<file path="src/rtl/mtv_pkg.sv">
// Package for the two-voice step-tone player.
// Holds the parser command type, event codes, period table and lookup function.
// Depends on nothing.
package mtv_pkg;

  localparam int unsigned NOTE_W = 7;
  localparam int unsigned PER_W  = 18;
  localparam int unsigned ROM_N  = 116;

  localparam logic [7:0]        NOTE_ON     = 8'h90;
  localparam logic [3:0]        SYS_NIBBLE  = 4'hF;
  localparam logic [NOTE_W-1:0] LOW_NOTE    = 7'd12;
  localparam logic [NOTE_W-1:0] SPLIT_RESET = 7'd55;

  typedef enum logic [2:0] {
    EV_NONE     = 3'd0,
    EV_PLACED   = 3'd1,
    EV_RELEASED = 3'd2,
    EV_UNKNOWN  = 3'd3,
    EV_SYSTEM   = 3'd4
  } event_t;

  typedef enum logic [1:0] {
    CMD_NONE,
    CMD_TICK,
    CMD_PLACE,
    CMD_RELEASE
  } cmd_kind_t;

  typedef struct packed {
    cmd_kind_t         kind;
    logic [NOTE_W-1:0] note;
    event_t            ev;
  } cmd_t;

  typedef struct packed {
    logic full;
    logic empty;
  } q_status_t;

  localparam logic [PER_W-1:0] PERIOD_ROM [0:ROM_N-1] = '{
    18'd145455, 18'd137291, 18'd129585, 18'd122312, 18'd115447, 18'd108968,
    18'd102852, 18'd97079,  18'd91631,  18'd86488,  18'd81634,  18'd77052,
    18'd72727,  18'd68645,  18'd64793,  18'd61156,  18'd57724,  18'd54484,
    18'd51426,  18'd48540,  18'd45815,  18'd43244,  18'd40817,  18'd38526,
    18'd36364,  18'd34323,  18'd32396,  18'd30578,  18'd28862,  18'd27242,
    18'd25713,  18'd24270,  18'd22908,  18'd21622,  18'd20408,  18'd19263,
    18'd18182,  18'd17161,  18'd16198,  18'd15289,  18'd14431,  18'd13621,
    18'd12856,  18'd12135,  18'd11454,  18'd10811,  18'd10204,  18'd9631,
    18'd9091,   18'd8581,   18'd8099,   18'd7645,   18'd7215,   18'd6810,
    18'd6428,   18'd6067,   18'd5727,   18'd5405,   18'd5102,   18'd4816,
    18'd4545,   18'd4290,   18'd4050,   18'd3822,   18'd3608,   18'd3405,
    18'd3214,   18'd3034,   18'd2863,   18'd2703,   18'd2551,   18'd2408,
    18'd2273,   18'd2145,   18'd2025,   18'd1911,   18'd1804,   18'd1703,
    18'd1607,   18'd1517,   18'd1432,   18'd1351,   18'd1276,   18'd1204,
    18'd1136,   18'd1073,   18'd1012,   18'd956,    18'd902,    18'd851,
    18'd804,    18'd758,    18'd716,    18'd676,    18'd638,    18'd602,
    18'd568,    18'd536,    18'd506,    18'd478,    18'd451,    18'd426,
    18'd402,    18'd379,    18'd358,    18'd338,    18'd319,    18'd301,
    18'd284,    18'd268,    18'd253,    18'd239,    18'd225,    18'd213,
    18'd201,    18'd190
  };

  function automatic logic [PER_W-1:0] note_period(logic [NOTE_W-1:0] note);
    logic [NOTE_W-1:0] idx;
    idx = (note < LOW_NOTE) ? '0 : note - LOW_NOTE;
    return PERIOD_ROM[idx];
  endfunction

endpackage

</file>
<file path="src/rtl/mtv_front.sv">
// Front end: MIDI byte parser that turns each beat into a drive command.
// Depends on mtv_pkg.
module mtv_front
  import mtv_pkg::*;
(
  input  logic       clk,
  input  logic       rst_n,
  input  logic       accept,
  input  logic       in_op,
  input  logic [7:0] in_midi_byte,
  output cmd_t       cmd
);

  typedef enum logic [1:0] {
    PH_IDLE,
    PH_NOTE,
    PH_VEL
  } phase_t;

  phase_t            phase_r, phase_nxt;
  logic [NOTE_W-1:0] pend_r, pend_nxt;

  always_comb begin
    phase_nxt = phase_r;
    pend_nxt  = pend_r;
    cmd.kind  = CMD_NONE;
    cmd.note  = pend_r;
    cmd.ev    = EV_NONE;
    if (in_op) begin
      cmd.kind = CMD_TICK;
    end else begin
      unique case (phase_r)
        PH_NOTE: begin
          pend_nxt  = in_midi_byte[NOTE_W-1:0];
          phase_nxt = PH_VEL;
        end
        PH_VEL: begin
          phase_nxt = PH_IDLE;
          if (in_midi_byte == 8'd0) begin
            cmd.kind = CMD_RELEASE;
            cmd.ev   = EV_RELEASED;
          end else begin
            cmd.kind = CMD_PLACE;
            cmd.ev   = EV_PLACED;
          end
        end
        default: begin
          phase_nxt = PH_IDLE;
          if (in_midi_byte[7:4] == SYS_NIBBLE) begin
            cmd.ev = EV_SYSTEM;
          end else if (in_midi_byte == NOTE_ON) begin
            phase_nxt = PH_NOTE;
          end else begin
            cmd.ev = EV_UNKNOWN;
          end
        end
      endcase
    end
  end

  always_ff @(posedge clk) begin
    if (!rst_n) begin
      phase_r <= PH_IDLE;
      pend_r  <= '0;
    end else if (accept) begin
      phase_r <= phase_nxt;
      pend_r  <= pend_nxt;
    end
  end

endmodule

</file>
<file path="src/rtl/mtv_cmd_fifo.sv">
// Short command queue between parser and drive engine.
// Depends on mtv_pkg.
module mtv_cmd_fifo
  import mtv_pkg::*;
#(
  parameter int unsigned DEPTH = 2
) (
  input  logic      clk,
  input  logic      rst_n,
  input  logic      push,
  input  cmd_t      wr_cmd,
  input  logic      pop,
  output cmd_t      rd_cmd,
  output q_status_t status
);

  localparam int unsigned PW = (DEPTH > 1) ? $clog2(DEPTH) : 1;
  localparam int unsigned CW = $clog2(DEPTH + 1);

  cmd_t          mem_r [DEPTH];
  logic [PW-1:0] wr_ptr_r, rd_ptr_r;
  logic [CW-1:0] count_r;

  function automatic logic [PW-1:0] bump(logic [PW-1:0] p);
    return (p == PW'(DEPTH - 1)) ? '0 : p + 1'b1;
  endfunction

  assign status.full  = (count_r == CW'(DEPTH));
  assign status.empty = (count_r == '0);
  assign rd_cmd       = mem_r[rd_ptr_r];

  always_ff @(posedge clk) begin
    if (push) begin
      mem_r[wr_ptr_r] <= wr_cmd;
    end
  end

  always_ff @(posedge clk) begin
    if (!rst_n) begin
      wr_ptr_r <= '0;
      rd_ptr_r <= '0;
      count_r  <= '0;
    end else begin
      if (push) begin
        wr_ptr_r <= bump(wr_ptr_r);
      end
      if (pop) begin
        rd_ptr_r <= bump(rd_ptr_r);
      end
      if (push && !pop) begin
        count_r <= count_r + 1'b1;
      end else if (pop && !push) begin
        count_r <= count_r - 1'b1;
      end
    end
  end

  a_count_bound: assert property (@(posedge clk) disable iff (!rst_n)
    count_r <= CW'(DEPTH))
    else $error("command queue over-filled");

endmodule

</file>
<file path="src/rtl/mtv_back.sv">
// Back end: drive allocation, period counters and the output register.
// Depends on mtv_pkg (command type, period table).
module mtv_back
  import mtv_pkg::*;
(
  input  logic              clk,
  input  logic              rst_n,
  input  logic [NOTE_W-1:0] split_note,
  input  logic              cmd_avail,
  input  cmd_t              cmd,
  output logic              take,
  output logic              out_valid,
  input  logic              out_stall,
  output logic              out_step_low_drive,
  output logic              out_step_high_drive,
  output logic              out_low_drive_on,
  output logic [NOTE_W-1:0] out_low_drive_note,
  output logic              out_high_drive_on,
  output logic [NOTE_W-1:0] out_high_drive_note,
  output logic [2:0]        out_event_res
);

  logic [1:0]        act_r, act_nxt;
  logic [NOTE_W-1:0] note_r [2];
  logic [NOTE_W-1:0] note_nxt [2];
  logic [PER_W-1:0]  cnt_r [2];
  logic [PER_W-1:0]  cnt_nxt [2];
  logic [1:0]        step;
  logic              valid_r;
  logic [1:0]        step_r;
  event_t            ev_r;

  assign take = cmd_avail && (!valid_r || !out_stall);

  always_comb begin
    logic [PER_W-1:0] per;
    logic [PER_W-1:0] c1;
    logic             sel;
    act_nxt  = act_r;
    note_nxt = note_r;
    cnt_nxt  = cnt_r;
    step     = '0;
    per      = '0;
    c1       = '0;
    sel      = 1'b0;
    unique case (cmd.kind)
      CMD_TICK: begin
        for (int d = 0; d < 2; d++) begin
          per = note_period(note_r[d]);
          c1  = cnt_r[d] + 1'b1;
          if (act_r[d]) begin
            step[d]    = (cnt_r[d] == '0);
            cnt_nxt[d] = (c1 >= per) ? '0 : c1;
          end
        end
      end
      CMD_RELEASE: begin
        if (act_r[0] && note_r[0] == cmd.note) begin
          act_nxt[0] = 1'b0;
          cnt_nxt[0] = '0;
        end else if (act_r[1] && note_r[1] == cmd.note) begin
          act_nxt[1] = 1'b0;
          cnt_nxt[1] = '0;
        end
      end
      CMD_PLACE: begin
        if (cmd.note > split_note) begin
          sel = !act_r[1];
        end else begin
          sel = act_r[0];
        end
        act_nxt[sel]  = 1'b1;
        note_nxt[sel] = cmd.note;
        cnt_nxt[sel]  = '0;
      end
      default: begin
      end
    endcase
  end

  always_ff @(posedge clk) begin
    if (!rst_n) begin
      act_r   <= '0;
      note_r  <= '{default: '0};
      cnt_r   <= '{default: '0};
      valid_r <= 1'b0;
    end else if (take) begin
      act_r   <= act_nxt;
      note_r  <= note_nxt;
      cnt_r   <= cnt_nxt;
      valid_r <= 1'b1;
    end else if (!out_stall) begin
      valid_r <= 1'b0;
    end
  end

  always_ff @(posedge clk) begin
    if (take) begin
      step_r <= step;
      ev_r   <= cmd.ev;
    end
  end

  assign out_valid           = valid_r;
  assign out_step_low_drive  = step_r[0];
  assign out_step_high_drive = step_r[1];
  assign out_low_drive_on    = act_r[0];
  assign out_low_drive_note  = note_r[0];
  assign out_high_drive_on   = act_r[1];
  assign out_high_drive_note = note_r[1];
  assign out_event_res       = ev_r;

  a_step_low_on: assert property (@(posedge clk) disable iff (!rst_n)
    valid_r && step_r[0] |-> act_r[0])
    else $error("low drive stepped while silent");

  a_step_high_on: assert property (@(posedge clk) disable iff (!rst_n)
    valid_r && step_r[1] |-> act_r[1])
    else $error("high drive stepped while silent");

  a_step_on_tick: assert property (@(posedge clk) disable iff (!rst_n)
    valid_r && (step_r != '0) |-> ev_r == EV_NONE)
    else $error("step pulse on a MIDI beat");

  a_place_sounds: assert property (@(posedge clk) disable iff (!rst_n)
    valid_r && ev_r == EV_PLACED |-> act_r != '0)
    else $error("placed note left both drives silent");

endmodule

</file>
<file path="src/rtl/midi_two_voice_step_tone_player.sv">
// Top level of the two-voice step-tone player: parser, command queue, drive engine.
// Depends on mtv_pkg, mtv_front, mtv_cmd_fifo and mtv_back.
//
// One beat in, one beat out: every accepted MIDI byte or microsecond tick yields exactly
// one result beat showing both drives' state after it. The block takes one beat per clock
// while in_stall is low; a beat crosses the parser into a QUEUE_DEPTH-entry command queue
// and leaves through the drive engine's output register. in_stall rises only once the
// queue is full, which needs an output stall. The period table is a constant lookup;
// split_note is written through the cfg port, which is always ready, and resets to 55.
module midi_two_voice_step_tone_player
  import mtv_pkg::*;
#(
  parameter int unsigned QUEUE_DEPTH = 2
) (
  input  logic              clk,
  input  logic              rst_n,
  input  logic              in_valid,
  output logic              in_stall,
  input  logic              in_op,
  input  logic [7:0]        in_midi_byte,
  output logic              out_valid,
  input  logic              out_stall,
  output logic              out_step_low_drive,
  output logic              out_step_high_drive,
  output logic              out_low_drive_on,
  output logic [NOTE_W-1:0] out_low_drive_note,
  output logic              out_high_drive_on,
  output logic [NOTE_W-1:0] out_high_drive_note,
  output logic [2:0]        out_event_res,
  input  logic              cfg_valid,
  output logic              cfg_ready,
  input  logic [NOTE_W-1:0] cfg_data
);

  logic [NOTE_W-1:0] split_r;
  logic              accept;
  logic              take;
  cmd_t              front_cmd;
  cmd_t              q_cmd;
  q_status_t         q_stat;

  assign cfg_ready = 1'b1;
  assign in_stall  = q_stat.full;
  assign accept    = in_valid && !q_stat.full;

  always_ff @(posedge clk) begin
    if (!rst_n) begin
      split_r <= SPLIT_RESET;
    end else if (cfg_valid && cfg_ready) begin
      split_r <= cfg_data;
    end
  end

  mtv_front u_front (
    .clk          (clk),
    .rst_n        (rst_n),
    .accept       (accept),
    .in_op        (in_op),
    .in_midi_byte (in_midi_byte),
    .cmd          (front_cmd)
  );

  mtv_cmd_fifo #(
    .DEPTH (QUEUE_DEPTH)
  ) u_queue (
    .clk    (clk),
    .rst_n  (rst_n),
    .push   (accept),
    .wr_cmd (front_cmd),
    .pop    (take),
    .rd_cmd (q_cmd),
    .status (q_stat)
  );

  mtv_back u_back (
    .clk                 (clk),
    .rst_n               (rst_n),
    .split_note          (split_r),
    .cmd_avail           (!q_stat.empty),
    .cmd                 (q_cmd),
    .take                (take),
    .out_valid           (out_valid),
    .out_stall           (out_stall),
    .out_step_low_drive  (out_step_low_drive),
    .out_step_high_drive (out_step_high_drive),
    .out_low_drive_on    (out_low_drive_on),
    .out_low_drive_note  (out_low_drive_note),
    .out_high_drive_on   (out_high_drive_on),
    .out_high_drive_note (out_high_drive_note),
    .out_event_res       (out_event_res)
  );

endmodule
</file>
<file path="config.mk">
export PLATFORM = sky130hd
export DESIGN_NAME = midi_two_voice_step_tone_player
export DESIGN_NICKNAME = d
export VERILOG_FILES = /design/src/rtl/mtv_pkg.sv /design/src/rtl/mtv_front.sv /design/src/rtl/mtv_cmd_fifo.sv /design/src/rtl/mtv_back.sv /design/src/rtl/midi_two_voice_step_tone_player.sv
export SDC_FILE = /design/constraint.sdc
export NUM_CORES = 1
export LEC_CHECK = 0
export BUFFER_PORTS_ARGS = -buffer_cell sky130_fd_sc_hd__buf_2
export CELL_PAD_IN_SITES_DETAIL_PLACEMENT = 1
export CELL_PAD_IN_SITES_GLOBAL_PLACEMENT = 1
export CORE_ASPECT_RATIO = 1.2
export CORE_MARGIN = 1
export CORE_UTILIZATION = 48
export DETAILED_ROUTE_END_ITERATION = 8
export GPL_TIMING_DRIVEN = 0
export PLACE_DENSITY = 0.8
export RECOVER_POWER = 100
export SYNTH_ARGS = -nofsm -noshare
export SYNTH_HDL_FRONTEND = slang
export SYNTH_SLANG_ARGS = --single-unit
</file>
<file path="constraint.sdc">
create_clock -name clk -period 5.7 [get_ports clk]
set_clock_uncertainty 0.15 [all_clocks]
set_input_delay 0.285 -clock clk [delete_from_list [all_inputs] [get_ports clk]]
set_output_delay 0.285 -clock clk [all_outputs]
set_load 0.01 [all_outputs]
</file>
# ---- Yosys cells after proc, flatten, opt, wreduce, memory -nomap -nowiden
# Memories as Yosys holds them, arrays and structs flattened. A register that Yosys moved wholly into a read port is not among the register bits.
# Cells that the tools add are included.
dict set report totals {
  output_inout_bits 24
  rom_bits 4608
  mem_count 3
  ram_bits 24
  inputBits 21
  word_cells 141
  regBits 78
}
# name depth word_bits rd rd_ports_with_merged_regs write_ports line_no
set mem_list {}
lappend mem_list {{(name not given)} 128 18 1 0 0 mtv_pkg.sv:67} ;# return PERIOD_ROM[idx];
lappend mem_list {{(name not given)} 128 18 1 0 0 mtv_pkg.sv:67}
lappend mem_list {u_queue.mem_r 2 12 1 1 1 mtv_cmd_fifo.sv:20} ;# cmd_t mem_r [DEPTH];
dict set report classes {
  muxes 48
  eq_ne 16
  n_lt_le_gt_ge 11
  n_addsub 8
  reduce_logical 32
  n_bitwise 7
}
# operator n
set op_table {}
lappend op_table {{$mux 18} 12}
lappend op_table {{$pmux 36 s3} 1}
lappend op_table {{$add 18x1->18 const B} 2}
lappend op_table {{$and 36x36->36} 1}
lappend op_table {{$ge 18x18->1} 2}
lappend op_table {{$logic_not 18->1} 2}
lappend op_table {{$not 36->36} 1}
lappend op_table {{$mux 7} 3}
lappend op_table {{$demux 18 s1} 1}
lappend op_table {{$ge 8x8->1 const B} 2}
lappend op_table {{$mux 1} 16}
lappend op_table {{$not 7->8} 2}
lappend op_table {{$bwmux 14} 1}
lappend op_table {{$eq 7x7->1} 2}
lappend op_table {{$lt 7x4->1 const B} 2}
lappend op_table {{$mux 2} 7}
lappend op_table {{$sub 7x4->7 const B} 2}
lappend op_table {{$ne 2x1->1 const B} 5}
lappend op_table {{$eq 2x2->1 const B} 4}
lappend op_table {{$eq 8x8->1 const B} 1}
lappend op_table {{$logic_and 1x1->1} 8}
lappend op_table {{$logic_not 8->1} 1}
lappend op_table {{$pmux 2 s2} 2}
lappend op_table {{$reduce_and 2->1} 4}
lappend op_table {{26 further kinds} 38}

# ---- Longest topological paths before layout
# Gate-level depths: netlist of the first run.
dict set report depth {
  ltp_word 11
  ltp_mapped 22
  depth_no_buf 19
}

# ---- By module
# From an unflattened synthesis of the first run, not the netlist that was laid out.
dict set report hier_totals {
  hier_cells 1485
  area_unflattened_um2 11200.7
}
# module area_each_um2 cells_each n_inst seq_area_each_um2
set by_module_without_submodules {}
lappend by_module_without_submodules {mtv_back 9345.2 1345 1 1211.2}
lappend by_module_without_submodules {mtv_cmd_fifo 1079.8 59 1 820.8}
lappend by_module_without_submodules {mtv_front 501.7 55 1 180.2}
lappend by_module_without_submodules {midi_two_voice_step_tone_player 274.0 26 1 140.1}

# ---- Worst setup path before layout of the first run
# No wires, ideal clock.
dict set report synth_timing {
  path_kind {register to register}
  startpoint {register u_back.note_r, in the netlist u_back.out_low_drive_note[4]}
  endpoint {register u_back.cnt_r[19] (netlist name)}
  setup_ns 0.087
  arrival_time_ns 4.508
  t_required_ns 5.463
  setup_slack_ns 0.955
  stages_incl_launch_ff 21
  synth_period_minus_slack_ns 4.745
  path_buffers 4
  cell_sequence {dfxtp_1 -> buf_4 -> a2111o_1 -> clkbuf_1 -> nand2_1 -> inv_1 -> ha_1 -> clkbuf_1 -> o21ai_0 -> and3_1 -> a21oi_1 -> mux4_2 -> o22a_1 -> ha_1 -> and4_1 -> a221oi_1 -> o211ai_1 -> a31oi_1 -> buf_2 -> nand2_1 -> o31ai_1}
}
dict set report synth_via {
  elab_chain_len 10
  word_cells_on_any_way 15
  classes_between {add/sub: 1; order compare: 2; eq/ne: 2; mux: 6; bitwise: 1; reduce/logical: 2; memory: 1}
}
# element line_no
set synth_lines {}
lappend synth_lines {{start: declaration} mtv_back.sv:24} ;# logic [NOTE_W-1:0] note_r [2];
lappend synth_lines {{start signal: assignment} mtv_back.sv:89} ;# note_r <= note_nxt;
lappend synth_lines {{$sub 7x4->7 / $lt 7x4->1 (equally long branches)} mtv_pkg.sv:66} ;# idx = (note < LOW_NOTE) ? '0 : note - LOW_NOTE;
lappend synth_lines {{$mux 7} mtv_pkg.sv:66}
lappend synth_lines {{$not 7->8 (not written as such)} mtv_pkg.sv:67}
lappend synth_lines {{$mem_v2 128x18} n/a}
lappend synth_lines {{$mux 18 (not written as such) (2 in series)} mtv_pkg.sv:67}
lappend synth_lines {{$ge 18x18->1} mtv_back.sv:53} ;# cnt_nxt[d] = (c1 >= per) ? '0 : c1;
lappend synth_lines {{$mux 18} mtv_back.sv:53}
lappend synth_lines {{$mux 18} mtv_back.sv:51} ;# if (act_r[d]) begin
lappend synth_lines {{$pmux 36 s3} mtv_back.sv:46} ;# unique case (cmd.kind)
lappend synth_lines {{end signal: assignment} mtv_back.sv:90} ;# cnt_r <= cnt_nxt;
lappend synth_lines {{end: declaration} mtv_back.sv:26} ;# logic [PER_W-1:0] cnt_r [2];
# Several ways; a longest one is shown, not always the timed one. The select of a mux whose other input is x is not followed.
# A chain may end at the register's enable or synchronous reset.

# ---- Worst setup path in the final report of the first run
dict set report layout_timing {
  startpoint {register u_back.note_r, in the netlist u_back.out_low_drive_note[3]}
  endpoint {register u_back.cnt_r[22] (netlist name)}
}
# The elaborated chain is that of the path after synthesis.

==> run summary, run 1 <==
The flow ran to the end, and the final reports show no timing, DRC or antenna violations. The number of buffers between clock root and the deepest sink is 2. Summing internal, switching and leakage power gives 4.022 mW. The global routing usage summed across all routing layers came out at 0.4114. The fraction of registers with async set/reset was 0; the CTS H-tree depth was 3.

Once detailed placement completed, the half-perimeter wirelength came to 33460 um. Of all cell types, the one taking the most synthesized area is sky130_fd_sc_hd__dfxtp_1. The violation count after the first detailed-routing iteration is 1022. Compared with the post-synthesis result, the final layout area differs by 8.372%. For this run, the number of Yosys warnings is 0.

Summing all multi-input logic gate instances after layout gives 7517 um2. The average size of a mapped cell is 7.505 um2. The total of buffers placed on input and output ports was 42; the switching part of the total was 0.5073. Startpoint-to-endpoint class of the critical path: flop to flop. The sequential cell fraction of total power was 0.226; the final count of negative-setup-slack endpoints was 0. For the floorplan core area, the log shows 21190 um2. The internal power contribution is 1.982 mW. Data arrives at the worst endpoint at 5.66 ns. The synthesized design contains 29 enable-type register cells.

The number of global-route vias before repair is 12350, and the number of distinct library cell variants in the gate-level netlist after synthesis is 86. The die is 163.8 um tall. Counting flops and latches in the post-synthesis netlist gives 103. The most instantiated flip-flop cell in the synthesis netlist was sky130_fd_sc_hd__dfxtp_1. Ranked by total cell area, the synthesized netlist is headed by sky130_fd_sc_hd__dfxtp_1 (14%), sky130_fd_sc_hd__ha_1 (9.8%), sky130_fd_sc_hd__edfxtp_1 (8.3%). The die covers 22420 um2. The total via count after detailed routing was 12050. The clock net in this run drives a total of 103 sinks. The run gives 9 as the TritonCTS buffer count. From left edge to right edge, the die measures 136.9 um. Synthesis produced a netlist whose cell count is 1396.

Combinational share of power: 0.615. For this run, design rule violations remaining after detail routing come to 0. The normalized max-slew margin was 0.1460. TritonCTS built the clock tree. Counting I/O delays and the setup requirement, the final critical path takes 5.537 ns.

In the final design database the tool counted 1549 nets. At the later pin of the worst-skew pair, clock insertion delay measures 0.36 ns. The measured slew at the worst slew-check pin was 1.268 ns; the first-pass GRT wire length was 70030 um.

For the initial standard-cell utilization of the core, the log shows 0.4944. Entering global routing, the biggest net connects 21 pins. The tools report the total count of max-transition violations in the final report as 0. The worst voltage drop across the vdd grid was 0.2193 mV; the number of I/O pins was 45.

The type of element capturing the critical path was a flop. Dividing the detail-routed wire length by the instance count gives 26.03 um. In this run the static leakage power is 4.408 nW. For the worst setup path, the data required time is 5.83 ns.

The final worst hold slack was 0.01851 ns; the power per cell area was 354.3 nW/um2. Hold violation total from the final report: 0. Based on the critical path, the design can be clocked at up to 180.6 MHz.

The clock input transition at the sequential cells of the worst setup and hold paths is 0.08 ns, and the final worst-path cycle share is 0.9714. The class of the tightest hold or removal check was input pin to flop. The tools report the net count after synthesis as 1499. Setup repair after global routing left no endpoint under its margin. The per-cell via count in the routed design is 6.995.

The first detailed-routing pass took 6 iterations. The proportion of layout cells with a drive suffix above 1 was 0.09304; the clock share of power was 0.159. In this run the cell area of the synthesized design comes to 10480 um2. The category of the worst setup path launch point was a flop. The run gives 1.033 as the final estimated routing congestion in global placement.

In this run the core area contains 58 standard-cell rows. Of all nets on the critical path, the largest fanout is 13. Switching power summed over all nets: 2.040 mW. Summed over all layers, the routed wires come to 44820 um. The fraction of post-synthesis cell area in the top cell type by area came out at 0.1414. The sum of overflow across all layers after global routing was 0; the residual antenna-violating net count after detailed routing was 0.

The logs give 2 for the number of antenna violations at the first check in global routing and 0.2245 for the sequential-to-total area share from yosys stat. The logs give 2749 for the count of fill cells added during filler insertion and 2354 um2 for the area occupied by registers. In this run the clock root is driven by a sky130_fd_sc_hd__clkbuf_16. Across the run, the number of max-cap violations was 0.
[final timing paths]
path                                                   from                       endpoint  slack (ns)  depth (start not counted)
hold reg to reg              u_front.pend_r[0]$_SDFFE_PN0P_  u_queue.mem_r[0][3]$_DFFE_PP_        0.32                          0
setup reg to reg  u_back.out_low_drive_note[3]$_SDFFE_PN0P_  u_back.cnt_r[22]$_SDFFE_PN0P_        0.16                         19
setup / recovery  u_back.out_low_drive_note[3]$_SDFFE_PN0P_  u_back.cnt_r[22]$_SDFFE_PN0P_        0.16                         19
hold / removal                                  cfg_data[0]        split_r[0]$_SDFFE_PN1P_        0.02                          3
[cell usage after synthesis (all sizes together), types with 7 or more instances]
master and n:
a211o 12, a211oi 32, a21o 13, a21oi 109, a221oi 7, a311oi 9, a31oi 27, a32o 10
and2 8, and3 12, buf 46, clkbuf 71, dfxtp 74, edfxtp 29, ha 82, inv 40
mux2 11, mux2i 27, nand2 171, nand2b 8, nand3 58, nand4 23, nor2 112, nor2b 15
nor3 33, nor4 18, o211ai 42, o21a 7, o21ai 112, o221ai 12, o22ai 10, o31ai 8
or2 8, or3 9, xnor2 39, xor2 9
[layer usage]
| layer | vias up | track usage | routed length, um | part of all wire |
|---|---|---|---|---|
| met1 | 5834 | 0.4671 | 17020 | 0.38 |
| met4 | 2 | 0.2627 | 2976 | 0.066 |
| met3 | 226 | 0.08302 | 3293 | 0.073 |
| met2 | 663 | 0.6996 | 21520 | 0.48 |
| met5 | - | 0 | 10 | 0.00022 |
| li1 | 5320 | - | - | - |
[placed cells by master (no fill, tap or decap), types with 7 or more instances in the layout]
master                      Yosys  layout
sky130_fd_sc_hd__a211o_1       12      12
sky130_fd_sc_hd__a211oi_1      32      32
sky130_fd_sc_hd__a21o_1        13      13
sky130_fd_sc_hd__a21oi_1      108     108
sky130_fd_sc_hd__a221oi_1       7       7
sky130_fd_sc_hd__a311oi_1       9       9
sky130_fd_sc_hd__a31oi_1       26      25
sky130_fd_sc_hd__a32o_1        10      10
sky130_fd_sc_hd__and2_1         8       8
sky130_fd_sc_hd__and3_1        11      11
sky130_fd_sc_hd__buf_2         31      50
sky130_fd_sc_hd__clkbuf_1      71      88
sky130_fd_sc_hd__clkbuf_16      0       9
sky130_fd_sc_hd__clkbuf_2       0       7
sky130_fd_sc_hd__dfxtp_1       74      73
sky130_fd_sc_hd__edfxtp_1      29      29
sky130_fd_sc_hd__ha_1          82      80
sky130_fd_sc_hd__inv_1         37      37
sky130_fd_sc_hd__mux2_2        11      10
sky130_fd_sc_hd__mux2i_1       23      24
sky130_fd_sc_hd__nand2_1      170     167
sky130_fd_sc_hd__nand2b_1       8       8
sky130_fd_sc_hd__nand3_1       58      58
sky130_fd_sc_hd__nand4_1       23      23
sky130_fd_sc_hd__nor2_1       110     109
sky130_fd_sc_hd__nor2b_1       15      15
sky130_fd_sc_hd__nor3_1        31      30
sky130_fd_sc_hd__nor4_1        16      17
sky130_fd_sc_hd__o211ai_1      39      39
sky130_fd_sc_hd__o21a_1         7       7
sky130_fd_sc_hd__o21ai_0      109     107
sky130_fd_sc_hd__o221ai_1      12      12
sky130_fd_sc_hd__o22ai_1       10      10
sky130_fd_sc_hd__o31ai_1        8       7
sky130_fd_sc_hd__or2_2          8       8
sky130_fd_sc_hd__or3_1          9       9
sky130_fd_sc_hd__xnor2_1       39      38
sky130_fd_sc_hd__xor2_1         9       9
[power groups by stage]
stage,Combinational (mW),Clock (mW),Sequential [mW]
5_1_grt,2.66,0.668,0.916
4_1_cts,2.39,0.647,0.909
3_3_place_gp,2.30,0,0.914
2_1_floorplan,1.61,0,0.920
3_5_place_dp,2.36,0,0.922
6_report,2.47,0.639,0.910
[area by class of cell]
cell class / instances / area share
diodes: 1 / 0.0002204
plain buffers: 112 / 0.04254
clock buffers: 9 / 0.01984
clock inverters: 7 / 0.006833
inverters: 41 / 0.01389
multi-input cells: 1135 / 0.6621
flip-flops and latches: 103 / 0.2073
well taps: 270 / 0.02976
repair buffers: 44 / 0.01752
[sequential cells by signal (all words and copies together), names as in the netlist, named ones only]
name                        flops
split_r                         7
u_back.act_r                    2
u_back.cnt_r                   36
u_back.out_event_res            3
u_back.out_high_drive_note      7
u_back.out_low_drive_note       7
u_back.out_valid                1
u_back.step_r                   2
u_front.pend_r                  7
u_front.phase_r                 2
u_queue.count_r                 2
u_queue.mem_r                  24
u_queue.rd_ptr_r                1
u_queue.wr_ptr_r                1
[critical path, cell delays in order (launching register included)]
cell	delay (ns)
sky130_fd_sc_hd__dfxtp_1	0.45
sky130_fd_sc_hd__a2111o_2	0.67
sky130_fd_sc_hd__nand2_2	0.26
sky130_fd_sc_hd__inv_1	0.22
sky130_fd_sc_hd__ha_2	0.33
sky130_fd_sc_hd__o21ai_1	0.39
sky130_fd_sc_hd__o211ai_1	0.18
sky130_fd_sc_hd__o21a_1	0.15
sky130_fd_sc_hd__a221oi_1	0.37
sky130_fd_sc_hd__o311a_1	0.22
sky130_fd_sc_hd__a31oi_1	0.07
sky130_fd_sc_hd__ha_1	0.37
sky130_fd_sc_hd__a21oi_1	0.12
sky130_fd_sc_hd__o21ai_0	0.10
sky130_fd_sc_hd__a221oi_1	0.34
sky130_fd_sc_hd__o211ai_1	0.19
sky130_fd_sc_hd__a31oi_4	0.36
sky130_fd_sc_hd__buf_2	0.30
sky130_fd_sc_hd__nand2_1	0.10
sky130_fd_sc_hd__o21ai_0	0.10
[timing repair]
item                                    in CTS  in global routing
gates resized for setup                     13                 21
pin swaps                                    0                  1
hold buffers                                 1                  0
endpoints found under the setup margin      33                 36
hold endpoints to repair                     1                  0
buffers inserted                             0                  1
[stage by stage]
| step | TNS (ns) | instances | util | worst slack [ns] | cell area [um2] |
|---|---|---|---|---|---|
| floorplan | 0 | 1396 | - | 0.9553 | 10480 |
| global placement | -14.94 | 1708 | 0.5203 | -0.8550 | 11020 |
| detailed placement | -16.28 | 1708 | 0.5203 | -0.9227 | 11020 |
| CTS | 0 | 1721 | 0.5363 | 0.04643 | 11360 |
| global route | 0 | 1721 | 0.5357 | 0.02412 | 11350 |
| finish | 0 | 1722 | 0.5358 | 0.1629 | 11350 |
[logic make-up (layout without fill, tap and decap cells)]
| logic type | after synthesis | in the layout | synth area share |
|---|---|---|---|
| AOI/OAI and AO/OA | 469 | 469 | 0.2999 |
| xor gates and xnor gates | 48 | 48 | 0.04013 |
| adders and majority gates | 82 | 82 | 0.09793 |
| buffers and inverters | 158 | 213 | 0.06318 |
| DFF | 103 | 103 | 0.2245 |
| muxes | 42 | 42 | 0.05016 |
| other | 1 | 2 | 0.0003580 |
| and+or+nand+nor | 493 | 493 | 0.2238 |
Note: power is estimated with default switching activity, not from simulation.
==> run 2: changes to the inputs <==
--- a/config.mk
+++ b/config.mk
@@ -15,6 +15,7 @@
 export GPL_TIMING_DRIVEN = 0
 export PLACE_DENSITY = 0.8
 export RECOVER_POWER = 100
+export SETUP_SLACK_MARGIN = 0.4
 export SYNTH_ARGS = -nofsm -noshare
 export SYNTH_HDL_FRONTEND = slang
 export SYNTH_SLANG_ARGS = --single-unit
==> run 2 against run 1 <==
Via count shrank 0.31%. Global-route usage grew 0.059 points. Critical path depth shrank 2. Register-to-register slack gained 0.35 ns. Sequential share of layout area shrank 0.31 points. Maximum frequency grew 6.8%. Power grew 0.98%. Wire length grew 0.63%. Clock power is essentially flat. Cell count grew 0.70%. Largest power group unchanged.
==> run summary, run 2 (synthesized netlist as in run 1, its figures left out) <==
The switching power summed over all nets was 2.064 mW; the worst voltage drop across the vdd grid was 0.2163 mV. The CTS H-tree depth is 3. TritonCTS built the clock tree. The worst setup path is launched from a flop.

After clock tree synthesis, the clock-pin slew on the worst setup and hold paths is 0.08 ns. In this run the most used layer during global routing was met2. The tools report the smallest setup slack after layout as 0.5151 ns. The worst setup path is captured at a flop.

The sequential cell fraction of total power is 0.223. For the max-cap violation count, the log shows 0. The clock passes through at most 2 buffers.

The critical path in this run is classified as flop to flop. The number of global-route vias before repair is 12370. The per-cell via count in the routed design is 6.925, and the met3 layer usage reported by global route is 0.07963. After routing the design area is 11520 um2. Combinational share of power: 0.619. The met1 global-route usage is 0.4684, and the clock share of power is 0.158.

The clock drives 103 sinks. The register-to-register path setup slack was 0.52 ns. For the number of core rows, the log shows 58. The tools report the launch instance of the worst register-to-register path as u_back.out_high_drive_note[3]$_SDFFE_PN0P_.

Global routing finished with a remaining overflow of 0. The repair_antennas step left the layout with diodes totalling 0. For the worst setup path, the data required time is 5.82 ns. The count of fill cells added during filler insertion came out at 2756.

The tree is rooted in a sky130_fd_sc_hd__clkbuf_16. Routing usage on met2: 0.7033. The startpoint identified for the worst hold timing path is cfg_data[0].

Data on the critical path arrives at its endpoint at 5.31 ns. The worst hold path passes through 3 cells. Entering global routing, the biggest net connects 21 pins. Leaving out fill and tap cells, the most frequent cell in the layout is sky130_fd_sc_hd__nand2_1. The analysis attributes to cell leakage a power of 4.493 nW. The number of I/O pins came out at 45. The horizontal die dimension was 136.9 um. The shortest period the worst path allows was 5.185 ns; the residual antenna-violating net count after detailed routing was 0.

The congestion estimate from routability-driven global placement came to 1.033. For hold timing, the worst endpoint is split_r[0]$_SDFFE_PN1P_. The final routed DRC violation total is 0, and the filler-free cell count of the finished design is 1734. The normalized max-slew margin came out at 0.1941. The height of the die came out at 163.8 um. The count of buffers added on input and output ports is 42.

The final worst-path cycle share was 0.9096; the hold violation total from the final report was 0. The number of placed instances, taps included, is 1708. The run gives 0.4944 as the initial standard-cell utilization of the core. The internal power contribution came out at 1.998 mW. The die covers 22420 um2. The run finished with clean final reports. Violation count after the first detailed-routing iteration: 1111. Prior to clock tree synthesis, the placed netlist has a worst setup slack of -0.9227 ns. After layout, the design draws a total of 4.062 mW. At the end of the flow, the number of nets in the layout was 1562. The tools report the clock insertion delay at the later pin of the skew report as 0.36 ns. The largest registers in the layout are u_back.cnt_r x36, u_queue.mem_r x24. The proportion of layout cells with a drive suffix above 1 came out at 0.1086. The run gives 0 ns as the accumulated negative setup slack. First-pass GRT wire length: 70150 um.

The tools report the fmax as 192.9 MHz. Setup repair after global routing left no endpoint under its margin. The top cell types in the final layout, fill and taps aside, are sky130_fd_sc_hd__nand2_1 (167), sky130_fd_sc_hd__a21oi_1 (108), sky130_fd_sc_hd__nor2_1 (108). The register with the most flip-flops is u_back.cnt_r. The endpoint identified for the worst register-to-register timing path is u_back.cnt_r[0]$_SDFFE_PN0P_. Along the worst path, the maximum fanout reaches 10. For the pin with the worst max-slew slack, the measured transition is 1.196 ns. The global routing usage summed across all routing layers was 0.4120; the detailed-route wire length was 45100 um. Relative to the synthesized area, the layout overhead comes to 9.937%.

The class of the tightest hold or removal check was input pin to flop. The tools report the number of antenna violations at the first check in global routing as 0. Dividing the detail-routed wire length by the instance count gives 26.01 um. TritonCTS created 9 clock buffers.

The logs give 0 for the final count of negative-setup-slack endpoints and 33460 um for the sum of net half-perimeters after detailed placement. The register with the most flip-flops in the layout has 36 of them. The total count of max-transition violations in the final report was 0; the switching part of the total was 0.5081. The total area inside the core boundary comes to 21190 um2.

The detailed router placed 12010 vias in this run. The length in cells of the worst reg-to-reg path is 17, and the power per cell area is 352.7 nW/um2. The area of placed instances was 11020 um2; the count of TritonRoute iterations in the first routing pass was 5.
run 2: layout make-up:
class | count | area [um2] | share of cell area
Clock buffer | 9 | 225.2 | 0.01955
Sequential cell | 103 | 2352 | 0.2042
Buffer | 117 | 518.0 | 0.04498
Clock inverter | 7 | 77.57 | 0.006735
Timing Repair Buffer | 52 | 251.5 | 0.02184
Inverter | 41 | 165.2 | 0.01434
Multi-Input combinational cell | 1135 | 7590 | 0.6590
Tap cell | 270 | 337.8 | 0.02933
run 2: how the worst max path moves through the flow:
| stage | from | depth (start not counted) | slack, ns | end |
|---|---|---|---|---|
| floorplan | u_back.out_low_drive_note[4]$_SDFFE_PN0P_ | 20 | 0.96 | u_back.cnt_r[19]$_SDFFE_PN0P_ |
| global placement | u_back.out_low_drive_note[3]$_SDFFE_PN0P_ | 21 | -0.86 | u_back.cnt_r[24]$_SDFFE_PN0P_ |
| detailed placement | u_back.out_low_drive_note[3]$_SDFFE_PN0P_ | 21 | -0.92 | u_back.cnt_r[22]$_SDFFE_PN0P_ |
| CTS | u_back.out_high_drive_note[4]$_SDFFE_PN0P_ | 18 | 0.41 | u_back.cnt_r[0]$_SDFFE_PN0P_ |
| global route | u_back.out_high_drive_note[1]$_SDFFE_PN0P_ | 19 | 0.23 | u_back.cnt_r[15]$_SDFFE_PN0P_ |
| finish | u_back.out_high_drive_note[3]$_SDFFE_PN0P_ | 17 | 0.52 | u_back.cnt_r[0]$_SDFFE_PN0P_ |
run 2: worst max-delay path, stage by stage (launching register included):
cell,delay (ns)
sky130_fd_sc_hd__dfxtp_1,0.35
sky130_fd_sc_hd__clkbuf_2,0.21
sky130_fd_sc_hd__a2111o_1,0.55
sky130_fd_sc_hd__nand2_4,0.22
sky130_fd_sc_hd__ha_1,0.32
sky130_fd_sc_hd__inv_1,0.22
sky130_fd_sc_hd__nand3_1,0.29
sky130_fd_sc_hd__a221o_1,0.42
sky130_fd_sc_hd__a311o_1,0.42
sky130_fd_sc_hd__o31ai_2,0.13
sky130_fd_sc_hd__ha_1,0.31
sky130_fd_sc_hd__a211o_1,0.27
sky130_fd_sc_hd__a31oi_2,0.23
sky130_fd_sc_hd__o2bb2ai_2,0.19
sky130_fd_sc_hd__nor2_4,0.24
sky130_fd_sc_hd__buf_2,0.27
sky130_fd_sc_hd__nand3_1,0.12
sky130_fd_sc_hd__o22ai_1,0.18
run 2: through the flow:
stage | hold slack, ns | util
3_5_place_dp | 0.3068 | 0.5203
2_1_floorplan | 0.2637 | -
6_report | 0.01823 | 0.5435
3_3_place_gp | 0.2836 | 0.5203
4_1_cts | 0.01599 | 0.5400
5_1_grt | 0.03829 | 0.5435
run 2: metal layers:
layer | vias up | wire (um)
met1 | 5764 | 17030
met2 | 660 | 21430
met3 | 250 | 3407
met4 | 0 | 3231
met5 | - | 0
li1 | 5334 | -
run 2: repair_timing:
item,in CTS,in global routing
gates resized for setup,30,37
buffers inserted,4,5
setup endpoints to repair,36,36
hold endpoints to repair,1,0
hold buffers,1,0
pin swaps,2,3
run 2: power by group through the flow:
stage	clock (mW)	combinational (mW)	sequential, mW
detailed placement	0	2.36	0.922
global route	0.668	2.70	0.913
floorplan	0	1.61	0.920
finish	0.640	2.51	0.907
CTS	0.647	2.41	0.906
global placement	0	2.30	0.914
